## config.mk

```make
export PLATFORM = sky130hd
export DESIGN_NAME = wifi_mac_header_parser
export DESIGN_NICKNAME = d
export VERILOG_FILES = /design/src/design/wmhp_pkg.sv /design/src/design/wmhp_decode.sv /design/src/design/wifi_mac_header_parser.sv
export SDC_FILE = /design/constraint.sdc
export NUM_CORES = 1
export LEC_CHECK = 0
export ABC_AREA = 1
export BUFFER_PORTS_ARGS = -buffer_cell sky130_fd_sc_hd__buf_2
export CAP_MARGIN = 20
export CORE_MARGIN = 5
export CORE_UTILIZATION = 30
export CTS_BUF_LIST = sky130_fd_sc_hd__clkbuf_8
export DETAILED_ROUTE_END_ITERATION = 10
export PLACE_DENSITY_LB_ADDON = 0.08
export SETUP_SLACK_MARGIN = 0.4
export SKIP_LAST_GASP = 1
export SLEW_MARGIN = 25
export SYNTH_ARGS = -nofsm -noshare
export SYNTH_HDL_FRONTEND = slang
export SYNTH_SLANG_ARGS = --single-unit
```

## constraint.sdc

```tcl
create_clock -name clk -period 9.38 [get_ports clk]
set_clock_uncertainty 0.2 [all_clocks]
set_input_delay 0.938 -clock clk [delete_from_list [all_inputs] [get_ports clk]]
set_output_delay 0.938 -clock clk [all_outputs]
set_load 0.05 [all_outputs]
```

## src/design/wmhp_pkg.sv

```systemverilog
// ----------------------------------------------------------------------------
// wmhp_pkg
// Shared types, codes and helpers for the 802.11 MAC header parser.
// ----------------------------------------------------------------------------
package wmhp_pkg;

  localparam int ADDR_W = 48;
  localparam int NUM_ADDR = 4;

  // frame type codes
  localparam logic [1:0] FT_MGMT = 2'd0;
  localparam logic [1:0] FT_CTRL = 2'd1;
  localparam logic [1:0] FT_DATA = 2'd2;
  localparam logic [1:0] FT_RSVD = 2'd3;

  // parse status codes
  localparam logic [1:0] ST_COMPLETE = 2'd0;
  localparam logic [1:0] ST_TRUNCATED = 2'd1;
  localparam logic [1:0] ST_RESERVED = 2'd2;

  // control subtypes that carry a second address, and the first subtype with an RA
  localparam logic [3:0] SUB_RTS = 4'd11;
  localparam logic [3:0] SUB_CFEND = 4'd14;
  localparam logic [3:0] SUB_CFEND_ACK = 4'd15;
  localparam logic [3:0] SUB_FIRST_RA = 4'd10;

  localparam logic [15:0] SNAP_MARK = 16'hAAAA;

  localparam logic [5:0] HDR_LEN_3ADDR = 6'd24;
  localparam logic [5:0] HDR_LEN_4ADDR = 6'd30;
  localparam logic [5:0] QOS_LEN = 6'd2;

  // captured header state
  typedef struct packed {
    logic [15:0]                       ctrl;
    logic [NUM_ADDR-1:0][ADDR_W-1:0]   addr;
    logic [15:0]                       seq;
    logic [15:0]                       qos;
    logic [63:0]                       head;
  } hdr_t;

  // one result word
  typedef struct packed {
    logic [1:0]        frame_type;
    logic [3:0]        frame_subtype;
    logic [7:0]        flag_bits;
    logic [1:0]        parse_status;
    logic [ADDR_W-1:0] dest_addr;
    logic [ADDR_W-1:0] src_addr;
    logic [ADDR_W-1:0] bssid_addr;
    logic [ADDR_W-1:0] transmitter_addr;
    logic [15:0]       sequence_control;
    logic [15:0]       qos_control;
    logic [5:0]        header_length;
    logic [15:0]       payload_ethertype;
  } result_t;

  // offset of the QoS control word: after address 4 when toDS and fromDS
  function automatic logic [5:0] qos_offset(input logic [15:0] ctrl);
    return (ctrl[9:8] == 2'b11) ? HDR_LEN_4ADDR : HDR_LEN_3ADDR;
  endfunction

  // MAC header length of a data frame
  function automatic logic [5:0] hdr_length(input logic [15:0] ctrl);
    return qos_offset(ctrl) + (ctrl[7] ? QOS_LEN : 6'd0);
  endfunction

endpackage

```

## src/design/wmhp_decode.sv

```systemverilog
// ----------------------------------------------------------------------------
// wmhp_decode
// Maps a fully captured header and the frame length onto one result word.
// ----------------------------------------------------------------------------
module wmhp_decode (
  input  wmhp_pkg::hdr_t    hdr,
  input  logic [6:0]        frame_len,
  output wmhp_pkg::result_t res
);
  import wmhp_pkg::*;

  logic [1:0] ftype;
  logic [3:0] fsub;
  logic       two_addr;
  logic [5:0] hl;
  logic [6:0] hl_ext;
  logic [15:0] et_direct;
  logic [15:0] et_snap;

  assign ftype     = hdr.ctrl[3:2];
  assign fsub      = hdr.ctrl[7:4];
  assign two_addr  = (fsub == SUB_RTS) || (fsub == SUB_CFEND) || (fsub == SUB_CFEND_ACK);
  assign hl        = hdr_length(hdr.ctrl);
  assign hl_ext    = {1'b0, hl};
  assign et_direct = {hdr.head[7:0], hdr.head[15:8]};
  assign et_snap   = {hdr.head[55:48], hdr.head[63:56]};

  always_comb begin
    res = '0;
    if (frame_len < 7'd2) begin
      res.parse_status = ST_TRUNCATED;
    end else begin
      res.frame_type    = ftype;
      res.frame_subtype = fsub;
      res.flag_bits     = hdr.ctrl[15:8];
      unique case (ftype)
        FT_RSVD: begin
          res.parse_status = ST_RESERVED;
        end
        FT_MGMT: begin
          if (frame_len < 7'd24) begin
            res.parse_status = ST_TRUNCATED;
          end else begin
            res.dest_addr        = hdr.addr[0];
            res.src_addr         = hdr.addr[1];
            res.bssid_addr       = hdr.addr[2];
            res.sequence_control = hdr.seq;
          end
        end
        FT_CTRL: begin
          if (frame_len < 7'd10 || (two_addr && frame_len < 7'd16)) begin
            res.parse_status = ST_TRUNCATED;
          end else begin
            if (fsub >= SUB_FIRST_RA) res.dest_addr = hdr.addr[0];
            if (two_addr) res.src_addr = hdr.addr[1];
          end
        end
        default: begin
          if (frame_len < hl_ext) begin
            res.parse_status = ST_TRUNCATED;
          end else begin
            case (hdr.ctrl[9:8])
              2'b00: begin
                res.dest_addr  = hdr.addr[0];
                res.src_addr   = hdr.addr[1];
                res.bssid_addr = hdr.addr[2];
              end
              2'b01: begin
                res.dest_addr  = hdr.addr[2];
                res.src_addr   = hdr.addr[1];
                res.bssid_addr = hdr.addr[0];
              end
              2'b10: begin
                res.dest_addr  = hdr.addr[0];
                res.src_addr   = hdr.addr[2];
                res.bssid_addr = hdr.addr[1];
              end
              default: begin
                res.dest_addr        = hdr.addr[2];
                res.src_addr         = hdr.addr[3];
                res.bssid_addr       = hdr.addr[0];
                res.transmitter_addr = hdr.addr[1];
              end
            endcase
            res.sequence_control = hdr.seq;
            if (fsub[3]) res.qos_control = hdr.qos;
            res.header_length = hl;
            if (frame_len >= hl_ext + 7'd2) begin
              if (et_direct != SNAP_MARK) begin
                res.payload_ethertype = et_direct;
              end else if (frame_len >= hl_ext + 7'd8) begin
                res.payload_ethertype = et_snap;
              end
            end
          end
        end
      endcase
    end
  end

endmodule

```

## src/design/wifi_mac_header_parser.sv

```systemverilog
// ----------------------------------------------------------------------------
// wifi_mac_header_parser
// 802.11 MAC header parser: one frame byte per word in, one result per frame.
// ----------------------------------------------------------------------------
// Usage:
//   The input channel carries one frame byte per word, with in_end_of_frame
//   high on the final byte. Each byte is captured into the header registers
//   in the cycle it is accepted, so one byte is taken every clock cycle
//   while in_stall is low. On the final byte the header is decoded and one
//   result word is loaded into the output register; it is presented on out_*
//   in the cycle after the final byte was accepted. Non-final bytes produce
//   no output. Throughput is one byte per cycle while in_stall is low,
//   frames may follow back to back; the capture state clears itself after
//   every final byte. The output register parts the two sides: while a
//   result waits, bytes keep being taken. Only when the result is held by
//   out_stall is in_stall raised, so no byte is taken until the result drains.
//   A synchronous low rst_n empties the output register and clears the
//   byte position and all captured header fields.
// ----------------------------------------------------------------------------
module wifi_mac_header_parser (
  input  logic        clk,
  input  logic        rst_n,
  input  logic        in_valid,
  output logic        in_stall,
  input  logic [7:0]  in_data_byte,
  input  logic        in_end_of_frame,
  output logic        out_valid,
  input  logic        out_stall,
  output logic [1:0]  out_frame_type,
  output logic [3:0]  out_frame_subtype,
  output logic [7:0]  out_flag_bits,
  output logic [1:0]  out_parse_status,
  output logic [47:0] out_dest_addr,
  output logic [47:0] out_src_addr,
  output logic [47:0] out_bssid_addr,
  output logic [47:0] out_transmitter_addr,
  output logic [15:0] out_sequence_control,
  output logic [15:0] out_qos_control,
  output logic [5:0]  out_header_length,
  output logic [15:0] out_payload_ethertype
);
  import wmhp_pkg::*;

  logic       in_accept;
  logic       frame_done;
  logic [5:0] pos_r;
  logic [5:0] pos_nxt;
  hdr_t       hdr_r;
  hdr_t       hdr_nxt;
  hdr_t       hdr_cap;      // header state with the current byte merged in
  logic [6:0] frame_len;
  result_t    res;
  result_t    res_r;
  logic       out_valid_r;
  logic       out_valid_nxt;
  logic [5:0] qoff;
  logic [5:0] hl;
  logic [5:0] p;
  logic [5:0] rel;

  // Hold the input only while a finished result is being stalled.
  assign in_stall   = out_valid_r & out_stall;
  assign in_accept  = in_valid & ~in_stall;
  assign frame_done = in_accept & in_end_of_frame;

  assign p         = pos_r;
  assign frame_len = {1'b0, pos_r} + 7'd1;
  assign qoff      = qos_offset(hdr_r.ctrl);
  assign hl        = hdr_length(hdr_r.ctrl);

  // Merge the incoming byte into the header field that owns its position.
  // Every slot is written at most once per frame and starts at zero.
  always_comb begin
    hdr_cap = hdr_r;
    rel     = '0;
    if (p < 6'd2) begin
      hdr_cap.ctrl[8*p[0] +: 8] = in_data_byte;
    end else if (p >= 6'd4 && p < 6'd10) begin
      rel = p - 6'd4;
      hdr_cap.addr[0][8*rel[2:0] +: 8] = in_data_byte;
    end else if (p >= 6'd10 && p < 6'd16) begin
      rel = p - 6'd10;
      hdr_cap.addr[1][8*rel[2:0] +: 8] = in_data_byte;
    end else if (p >= 6'd16 && p < 6'd22) begin
      rel = p - 6'd16;
      hdr_cap.addr[2][8*rel[2:0] +: 8] = in_data_byte;
    end else if (p >= 6'd22 && p < 6'd24) begin
      hdr_cap.seq[8*p[0] +: 8] = in_data_byte;
    end else if (p >= 6'd24 && p < 6'd30) begin
      rel = p - 6'd24;
      hdr_cap.addr[3][8*rel[2:0] +: 8] = in_data_byte;
    end
    // QoS word sits right after sequence control, or after address 4 when present
    if (p >= 6'd2 && (p == qoff || p == qoff + 6'd1)) begin
      hdr_cap.qos[8*(p[0] ^ qoff[0]) +: 8] = in_data_byte;
    end
    // first eight payload bytes, for the ethertype
    if (p >= 6'd2 && p >= hl && p < hl + 6'd8) begin
      rel = p - hl;
      hdr_cap.head[8*rel[2:0] +: 8] = in_data_byte;
    end
  end

  wmhp_decode u_decode (
    .hdr       (hdr_cap),
    .frame_len (frame_len),
    .res       (res)
  );

  // Advance the position (saturating), drop all state after the final byte.
  always_comb begin
    pos_nxt = pos_r;
    hdr_nxt = hdr_r;
    if (frame_done) begin
      pos_nxt = '0;
      hdr_nxt = '0;
    end else if (in_accept) begin
      pos_nxt = (pos_r == 6'd63) ? pos_r : pos_r + 6'd1;
      hdr_nxt = hdr_cap;
    end
  end

  always_comb begin
    out_valid_nxt = out_valid_r;
    if (frame_done) begin
      out_valid_nxt = 1'b1;
    end else if (out_valid_r && !out_stall) begin
      out_valid_nxt = 1'b0;
    end
  end

  always_ff @(posedge clk) begin
    if (!rst_n) begin
      pos_r       <= '0;
      hdr_r       <= '0;
      out_valid_r <= 1'b0;
    end else begin
      pos_r       <= pos_nxt;
      hdr_r       <= hdr_nxt;
      out_valid_r <= out_valid_nxt;
    end
  end

  // Result payload: load on the final byte only.
  always_ff @(posedge clk) begin
    if (frame_done) begin
      res_r <= res;
    end
  end

  assign out_valid             = out_valid_r;
  assign out_frame_type        = res_r.frame_type;
  assign out_frame_subtype     = res_r.frame_subtype;
  assign out_flag_bits         = res_r.flag_bits;
  assign out_parse_status      = res_r.parse_status;
  assign out_dest_addr         = res_r.dest_addr;
  assign out_src_addr          = res_r.src_addr;
  assign out_bssid_addr        = res_r.bssid_addr;
  assign out_transmitter_addr  = res_r.transmitter_addr;
  assign out_sequence_control  = res_r.sequence_control;
  assign out_qos_control       = res_r.qos_control;
  assign out_header_length     = res_r.header_length;
  assign out_payload_ethertype = res_r.payload_ethertype;

endmodule

```

==> out/metrics.cfg <==
[detailed_routing]
drtIter0Drc=2875
wl_per_cell_um=23.6
routed_wl_um=131000
ant_nets=0
drt_first_pass_iters=6
routed_via_density=5.05
vias=28100
post-route-drc-count=0

[synthesis]
synthFlopType=dfxtp_1
synth_top_area_share=0.268
yosys.cell_types.count=49
yosysTopAreaCell=edfxtp_1
ys_ff_latch=537
synth_area_um2=29200
async_flop_share=0
avgSynthCellArea_um2=7.30
ys_warn_count=0
ys_seq_area_frac=0.458
synthTopCellsByArea=edfxtp_1, dfxtp_1, nand2_1
synth_edf_count=260
syn_nets=4050
syn_inst=3993

[hold_path]
worstHoldStart=rst_n
whs_endpoint=out_valid
min_path_cells=3
hold_path.class=primary input to register

[critical_path]
slowest_stage=o21ai_4
cp-end-kind=register
crit_fanout=46
path_common_cell=nand2_1
start_kind=register
critical-path-top-delay-family=buffers and inverters
crit_buf_inv=7
r2r_start=p[3]
critPathKind=register to register
crit_arrival_ns=7.02
reg2regPathDepth=25
rrSetupSlack_ns=2.73
worstPathRequired_ns=9.75
cpPeakStageDelay_ns=0.67
reg2reg_to=out_bssid_addr[17]

[place]
dpl.cell_count=5365
gp_congestion=0.889
io_buffers=275
dp_hpwl_um=91000
dpl_worst_slack_ns=2.89

[grt]
grt_pass1_wl_um=187000
antenna_found_initial=8
track_usage=0.245
gr-total-overflow=0
grt_pass1_vias=25900
grt_max_degree=166

[pwr]
leakage_nw=14.3
p_per_area_nw_per_um2=191
peakVddDrop_mv=0.0898

[clock_network]
numCtsBuffers=104
postCtsSetupRepairBufs=0
h-tree-depth=3
cts_hold_buf=0
clk_pin_slew_ns=0.07
clock_sinks=537
cts_max_path_buffers=3
clk_latency_ns=0.79
cts_tree=yes
cts_root_buf=clkbuf_8
cts.repair.resized=0

[finish]
syn_to_final_growth_pct=16.1
finalNetCount=4252
utilization=0.350
layoutNonFillerInstCount=5566
layout-drive-gt1-share=0.138

[sta]
max_slew_margin=0.180
finalCritPeriodShare=0.709
fin_crit_ns=6.65
tightest_slew_ns=1.23
setup_tns_ns=0
setup_viol=0
fin_ws_ns=2.73
rsz0062_at_grt=no
holdWs_ns=0.247
slew_violations=0
hold_viol=0
fmax_mhz=150

[status]
run_status=finished clean

[floorplanning]
die_h_um=322
start_util=0.302
die_w_um=322
io_pins=277
core-area_um2=96600
die-area_um2=104000
std_cell_rows=114

[job]
maxCapViolations=0

## power breakdown
group | total, mW | switching, mW | internal (mW) | leakage, nW
combinational | 1.35 | 1.06 | 0.284 | 8.30
clock | 2.49 | 1.15 | 1.34 | 1.25
sequential | 2.63 | 0.0535 | 2.58 | 4.80
total | 6.47 | 2.26 | 4.21 | 14.3
## metrics by stage
stage / total power, mW / instance area, µm²
3_3_place_gp: 4.02 / 31600
6_report: 6.47 / 33800
4_1_cts: 6.53 / 33800
2_1_floorplan: 3.54 / 29200
3_5_place_dp: 4.01 / 31600
5_1_grt: 6.75 / 33800
## state kept, by name, summed over array words and instances (netlist names)
name,count
out_flag_bits,8
out_parse_status,2
out_header_length,4
out_transmitter_addr,48
out_qos_control,16
out_frame_type,2
p,6
out_src_addr,48
out_dest_addr,48
out_frame_subtype,4
out_payload_ethertype,16
out_sequence_control,16
out_bssid_addr,48
hdr_r,270
out_valid,1
## synthesized netlist by cell type, types with 2 or more instances
cell       count
nand2_4        2
o22ai_1       48
nor2_2         7
ha_1          44
mux2i_1        4
o21ai_1       10
xor2_1         4
o21a_1         6
inv_1        505
a31oi_1        3
buf_1         18
o21ai_0      531
nand3b_1       7
nand3_1      142
buf_4         17
o2111ai_1      2
clkbuf_1     154
buf_6          8
nand2_1      891
buf_2         55
a21oi_1      379
nor3_1        25
dfxtp_1      277
nor3_2         5
a22oi_1        3
nand4_1       22
or2_2         37
nor2_1       413
nor2_4         6
o311ai_0       6
nor4_1         2
edfxtp_1     260
clkinv_1       2
nand2_2        4
inv_2         13
o211ai_1      65
o21ai_2        4
## how the worst max path moves through the flow
stage                                     to  cells past startpoint  slack [ns]      start
after floorplan            out_bssid_addr[0]                      5        2.30  out_stall
after global placement    out_bssid_addr[30]                     28        2.94       p[3]
after detailed placement   out_dest_addr[36]                     25        2.89       p[3]
after CTS                 out_bssid_addr[17]                     25        2.82       p[3]
after global routing      out_bssid_addr[30]                     25        2.29       p[3]
final                     out_bssid_addr[17]                     25        2.73       p[3]
## cells in the final DEF (no fill, tap or decap), drive strengths merged
cell type	instances
a211oi	1
a21boi	2
a21oi	380
a22oi	3
a31oi	3
and2	1
buf	348
bufinv	7
clkbuf	117
clkinv	35
clkinvlp	2
conb	1
dfxtp	277
diode	3
edfxtp	260
ha	44
inv	557
mux2i	5
nand2	897
nand3	143
nand3b	7
nand4	22
nor2	427
nor3	31
nor3b	1
nor4	2
o2111ai	2
o211ai	65
o21a	6
o21ai	545
o22ai	48
o311ai	6
o31ai	1
or2	37
xor2	4
## layout make-up
| cell class | count | area, µm² |
|---|---|---|
| clock inverter | 81 | 557 |
| inverter | 520 | 1970 |
| antenna | 3 | 7.51 |
| clock buffer | 117 | 1610 |
| sequential | 537 | 13400 |
| multi-input combinational | 2684 | 12800 |
| timing repair buffer | 348 | 1950 |
| tap | 1276 | 1600 |
| fill | 10500 | 62700 |
## kinds of logic (layout without fill, tap and decap cells)
kind of cell / count (synthesis) / after routing / share of synthesized area
muxes: 5 / 5 / 0.00215
xor gates and xnor gates: 4 / 4 / 0.00120
DFF: 537 / 537 / 0.458
AOI/OAI and AO/OA: 1062 / 1062 / 0.193
adders and majority gates: 44 / 44 / 0.0189
and+or+nand+nor: 1568 / 1568 / 0.221
other: 1 / 4 / 0.000129
buffers and inverters: 772 / 1066 / 0.106
## per-layer routing
layer / vias up / global-route usage / wire [µm]
met5: - / 0 / 8
met4: 2 / 0.0675 / 3420
met3: 163 / 0.0509 / 10500
met2: 1103 / 0.374 / 56600
met1: 13300 / 0.354 / 60800
li1: 13500 / - / -
## worst min-delay path, stage by stage
cell     delay (ns)
buf_2          0.11
o21ai_0        0.08
inv_1          0.05
(Power assumes the default switching activity.)
